--- src/dtq_pkg.sv ---
// ----------------------------------------------------------------------------
// Delta timer queue package
// Shared sizes, opcode and status codes, beat structs and the controller to
// datapath command and status structs.
// ----------------------------------------------------------------------------
`default_nettype none

package dtq_pkg;

    localparam int TIMERS     = 16;
    localparam int DELTA_BITS = 32;
    localparam int NHANDLES   = 16;
    localparam int HANDLE_W   = 4;
    localparam int EXP_W      = 32;
    localparam int COUNT_W    = $clog2(TIMERS + 1);
    localparam int IDX_W      = $clog2(TIMERS);

    localparam logic [1:0] OP_ADD    = 2'd0;
    localparam logic [1:0] OP_DELETE = 2'd1;
    localparam logic [1:0] OP_TICK   = 2'd2;
    localparam logic [1:0] OP_NONE   = 2'd3;

    localparam logic [2:0] ST_ADDED     = 3'd0;
    localparam logic [2:0] ST_FULL      = 3'd1;
    localparam logic [2:0] ST_BAD_ADD   = 3'd2;
    localparam logic [2:0] ST_DELETED   = 3'd3;
    localparam logic [2:0] ST_NOT_QUEUED = 3'd4;
    localparam logic [2:0] ST_EXPIRED   = 3'd5;
    localparam logic [2:0] ST_TICK_NONE = 3'd6;

    localparam logic [1:0] HSEL_ITEM = 2'd0;
    localparam logic [1:0] HSEL_HEAD = 2'd1;
    localparam logic [1:0] HSEL_NONE = 2'd2;

    typedef struct packed {
        logic [1:0]          opcode;
        logic [HANDLE_W-1:0] timer_handle;
        logic [EXP_W-1:0]    expiry_ticks;
    } dtq_in_t;

    typedef struct packed {
        logic [2:0]          status;
        logic [HANDLE_W-1:0] handle_out;
        logic                last;
    } dtq_out_t;

    typedef struct packed {
        logic       load;
        logic       dec_head;
        logic       walk;
        logic       step;
        logic       insert;
        logic       remove;
        logic       pop;
        logic       emit;
        logic [2:0] status;
        logic [1:0] hsel;
        logic       last;
    } dtq_cmd_t;

    typedef struct packed {
        logic zero_expiry;
        logic queued;
        logic full;
        logic at_end;
        logic add_here;
        logic found;
        logic head_expire;
        logic expire_last;
    } dtq_stat_t;

    function automatic logic [DELTA_BITS-1:0] sat_delta(input logic [EXP_W-1:0] e);
        logic [63:0] ew;
        logic [63:0] dmask;
        ew    = 64'(e);
        dmask = {64{1'b1}} >> (64 - DELTA_BITS);
        return (ew > dmask) ? DELTA_BITS'(dmask) : DELTA_BITS'(ew);
    endfunction

endpackage

`default_nettype wire

--- src/dtq_ctrl.sv ---
// ----------------------------------------------------------------------------
// Delta timer queue controller
// Sequences add, delete and tick operations and issues datapath commands.
// ----------------------------------------------------------------------------
`default_nettype none

module dtq_ctrl (
    input  wire logic                clk,
    input  wire logic                rst_n,
    input  wire logic                start,
    input  wire logic [1:0]          opcode,
    input  wire dtq_pkg::dtq_stat_t  stat,
    output logic                     busy,
    output dtq_pkg::dtq_cmd_t        ctl
);

    localparam logic [2:0] S_IDLE     = 3'd0;
    localparam logic [2:0] S_ADD_CHK  = 3'd1;
    localparam logic [2:0] S_ADD_WALK = 3'd2;
    localparam logic [2:0] S_DELETE   = 3'd3;
    localparam logic [2:0] S_TICK     = 3'd4;
    localparam logic [2:0] S_EXPIRE   = 3'd5;

    logic [2:0] state_reg;
    logic [2:0] state_next;

    assign busy = (state_reg != S_IDLE);

    always_comb
    begin
        state_next = state_reg;
        ctl        = '0;
        case (state_reg)
            S_IDLE:
            begin
                if (start)
                begin
                    ctl.load = 1'b1;
                    case (opcode)
                        dtq_pkg::OP_ADD:    state_next = S_ADD_CHK;
                        dtq_pkg::OP_DELETE: state_next = S_DELETE;
                        dtq_pkg::OP_TICK:   state_next = S_TICK;
                        default:            state_next = S_IDLE;
                    endcase
                end
            end
            S_ADD_CHK:
            begin
                if (stat.zero_expiry || stat.queued)
                begin
                    ctl.emit   = 1'b1;
                    ctl.status = dtq_pkg::ST_BAD_ADD;
                    ctl.hsel   = dtq_pkg::HSEL_ITEM;
                    ctl.last   = 1'b1;
                    state_next = S_IDLE;
                end
                else if (stat.full)
                begin
                    ctl.emit   = 1'b1;
                    ctl.status = dtq_pkg::ST_FULL;
                    ctl.hsel   = dtq_pkg::HSEL_ITEM;
                    ctl.last   = 1'b1;
                    state_next = S_IDLE;
                end
                else
                begin
                    state_next = S_ADD_WALK;
                end
            end
            S_ADD_WALK:
            begin
                if (stat.at_end || stat.add_here)
                begin
                    ctl.insert = 1'b1;
                    ctl.emit   = 1'b1;
                    ctl.status = dtq_pkg::ST_ADDED;
                    ctl.hsel   = dtq_pkg::HSEL_ITEM;
                    ctl.last   = 1'b1;
                    state_next = S_IDLE;
                end
                else
                begin
                    ctl.walk = 1'b1;
                end
            end
            S_DELETE:
            begin
                if (!stat.queued)
                begin
                    ctl.emit   = 1'b1;
                    ctl.status = dtq_pkg::ST_NOT_QUEUED;
                    ctl.hsel   = dtq_pkg::HSEL_ITEM;
                    ctl.last   = 1'b1;
                    state_next = S_IDLE;
                end
                else if (stat.at_end || stat.found)
                begin
                    ctl.remove = !stat.at_end;
                    ctl.emit   = 1'b1;
                    ctl.status = dtq_pkg::ST_DELETED;
                    ctl.hsel   = dtq_pkg::HSEL_ITEM;
                    ctl.last   = 1'b1;
                    state_next = S_IDLE;
                end
                else
                begin
                    ctl.step = 1'b1;
                end
            end
            S_TICK:
            begin
                ctl.dec_head = 1'b1;
                state_next   = S_EXPIRE;
            end
            S_EXPIRE:
            begin
                ctl.emit = 1'b1;
                if (stat.head_expire)
                begin
                    ctl.remove = 1'b1;
                    ctl.pop    = 1'b1;
                    ctl.status = dtq_pkg::ST_EXPIRED;
                    ctl.hsel   = dtq_pkg::HSEL_HEAD;
                    ctl.last   = stat.expire_last;
                    if (stat.expire_last)
                    begin
                        state_next = S_IDLE;
                    end
                end
                else
                begin
                    ctl.status = dtq_pkg::ST_TICK_NONE;
                    ctl.hsel   = dtq_pkg::HSEL_NONE;
                    ctl.last   = 1'b1;
                    state_next = S_IDLE;
                end
            end
            default:
            begin
                state_next = S_IDLE;
            end
        endcase
    end

    always_ff @(posedge clk or negedge rst_n)
    begin
        if (!rst_n)
        begin
            state_reg <= S_IDLE;
        end
        else
        begin
            state_reg <= state_next;
        end
    end

endmodule

`default_nettype wire

--- config.mk ---
export PLATFORM = sky130hd
export DESIGN_NAME = dtq_ctrl
export DESIGN_NICKNAME = d
export VERILOG_FILES = /design/src/dtq_pkg.sv /design/src/dtq_ctrl.sv
export SDC_FILE = /design/constraint.sdc
export NUM_CORES = 1
export LEC_CHECK = 0
export BUFFER_PORTS_ARGS = -buffer_cell sky130_fd_sc_hd__buf_2
export CAP_MARGIN = 20
export CORE_AREA = 2 2 39 41
export DETAILED_ROUTE_END_ITERATION = 10
export DIE_AREA = 0 0 41 43
export PLACE_DENSITY = 0.67
export SYNTH_ARGS = -nofsm -noshare
export SYNTH_HDL_FRONTEND = slang
export SYNTH_SLANG_ARGS = --single-unit
--- constraint.sdc ---
create_clock -name clk -period 3.6 [get_ports clk]
set_input_delay 0 -clock clk [delete_from_list [all_inputs] [get_ports clk]]
set_output_delay 0 -clock clk [all_outputs]
set_load 0.05 [all_outputs]
==> flow_metrics.tcl <==
set metrics [dict create \
    outcome "complete, no violations" \
    setup_tns_ns 0 \
    hold_viol 0 \
    largest_reg_flops 3 \
    fin_crit_sh 0.507 \
    yosysUniqueCellTypes 32 \
    crit_path_start_kind "flop" \
    grt_pass1_wl_um 1900 \
    drive_above_1_share 0.407 \
    initial_utilization 0.341 \
    path_clk_slew_ns 0.04 \
    synth_nets 76 \
    cts_tree "built" \
    first_pass_iters 3 \
    root_buffer "clkbuf_4" \
    route.antenna.remaining_nets 0 \
    die_x_um 41 \
    cts_made_buffers 3 \
    p_total_uw 587 \
    rsz0062_at_grt "no" \
    ys_seq_area_frac 0.159 \
    drt_first_iter_violations 14 \
    placement_rows 14 \
    synthMuxAreaShare 0.0531 \
    cts-hold-fix-buffers 1 \
    viasPerCell 5.25 \
    holdCritPathClass "in -> async" \
    n_antenna_cell 0 \
    synth_top_family_by_area "simple AND/OR/NAND/NOR gates" \
    routed_wl_um 1280 \
    clock_latency_ns 0.24 \
    cap_violations 0 \
    end_kind "output port" \
    worst_clock_skew_ns 0.00306 \
    place.gp.congestion 0.727 \
    track_usage 0.150 \
    synth_xor_area_frac 0 \
    clock.fmax_ghz 0.547 \
    synth_simple_gate_area_share 0.454 \
    timing.hold.ws_ns 0.0856 \
    port_buffers 27 \
    nFillCells 138 \
    layout.area.seq_um2 75.1 \
    coreArea_mm2 0.00138 \
    gr-total-overflow 0 \
    multi_input_area_um2 354 \
    synth_compound_area_frac 0.244 \
    syn_area_um2 472 \
    post_cts_buffers 0 \
    critPathMaxFanout 17 \
    grt_max_degree 19 \
    tightest_slew_ns 0.552 \
    drv_slew 0 \
    synth_fa_ha_area_frac 0 \
    worstSetupPathType "reg -> out" \
    die_h_um 43 \
    p_leak_nw 0.322 \
    ys.flop_type "dfrtp_1" \
    synth-seq-cells 3 \
    p_per_area_mw_per_mm2 934 \
    min_period_ns 1.83 \
    final_nets 105 \
    numClockSinks 3 \
    cts_resized 0 \
    drc_errors 0 \
    synth_area_per_cell_um2 7.49 \
    synth_cells 63 \
    setup_viol 0 \
    antenna_found_initial 0 \
    arrival_ns 1.83 \
    hpwl_um 951 \
    die_area_mm2 0.00176 \
    synth-edff-count 0 \
    synth-async-reset-ratio 1.00 \
    avgRoutedWirePerCell_um 12.0 \
    vias 562 \
    syn2layout_area_growth_pct 33.2 \
    cts_buffer_depth 2 \
    peakVddDrop_v 0.000252 \
    grt_pass1_vias 479 \
    slew_headroom 0.632 \
    ios 28 \
    ys_warn_count 0 \
    worstPathRequired_ns 3.60 \
    cts_max_level 1 \
]
[layer usage]
layer  up-vias  GRT usage  share of wire
met2        17      0.256           0.48
li1        286          -              -
met3         2     0.0314          0.062
met4         0     0.0400         0.0063
met1       257      0.179           0.46
met5         -          0              0
[worst paths after layout]
kind | start | to | slack (ns) | depth (start not counted)
max | state_reg[1]$_DFFE_PN0P_ | ctl[6] | 1.77 | 5
min reg2reg | state_reg[0]$_DFFE_PN0P_ | state_reg[0]$_DFFE_PN0P_ | 0.87 | 1
min in group clk | opcode[1] | state_reg[1]$_DFFE_PN0P_ | 0.12 | 4
max reg2reg | state_reg[2]$_DFFE_PN0P_ | state_reg[0]$_DFFE_PN0P_ | 1.96 | 4
max in group asynchronous | rst_n | state_reg[0]$_DFFE_PN0P_ | 3.41 | 2
min | rst_n | state_reg[2]$_DFFE_PN0P_ | 0.09 | 2
[critical path, stage by stage, from the launching register on]
cell and delay, ns:
dfrtp_1 0.68, o21ai_0 0.17, nor3_1 0.21, nor3_1 0.11
a21boi_1 0.14, buf_2 0.28
[metrics by stage]
| step | setup WS (ns) | utilization | std cells | cell area, um2 |
|---|---|---|---|---|
| 6_report | 1.77 | 0.454 | 107 | 628 |
| 5_1_grt | 1.63 | 0.454 | 107 | 628 |
| 4_1_cts | 1.79 | 0.454 | 107 | 628 |
| 3_5_place_dp | 1.96 | 0.428 | 102 | 592 |
| 3_3_place_gp | 1.97 | 0.428 | 102 | 592 |
| 2_1_floorplan | 0.790 | - | 63 | 472 |
[power breakdown]
part / switching, mW / internal [mW] / total (mW)
clock: 0.0209 / 0.0418 / 0.0626
combinational: 0.287 / 0.131 / 0.418
sequential: 0.0591 / 0.0466 / 0.106
[Yosys cell counts, types with 2 or more instances]
library cell	instances	area [um2]
nor2_1	8	30.0
nor3_1	7	35.0
nor2b_1	5	31.3
a21oi_1	4	20.0
dfrtp_1	3	75.1
nand2_1	3	11.3
o21ai_0	3	15.0
and3_1	2	12.5
and3b_1	2	17.5
buf_6	2	22.5
inv_1	2	7.51
nor3b_2	2	25.0
[placed cells by master, fill, tap and decap left out, types with 2 or more instances in the layout]
cell      netlist  final
and3_1          2      2
nor3b_2         2      2
and3b_1         2      2
clkbuf_4        0      3
nand2_1         3      3
nor2_1          8      8
buf_2           1     27
nor2b_1         5      5
dfrtp_1         3      3
a21oi_1         4      4
nor3_1          7      7
inv_1           2      2
o21ai_0         3      3
[layout make-up]
cell class                 count  area share
multi-input combinational     54       0.564
sequential                     3       0.120
clock buffer                   4      0.0418
tap                           16      0.0319
timing repair buffer          28       0.231
inverter                       2      0.0120
[cells by family (layout without fill, tap and decap cells)]
family                 Yosys count  in the layout
muxes                            2              2
and+or+nand+nor                 35             35
DFF                              3              3
AOI/OAI and AO/OA               17             17
buffers and inverters            6             34
Note: power is estimated with default switching activity, not from simulation.
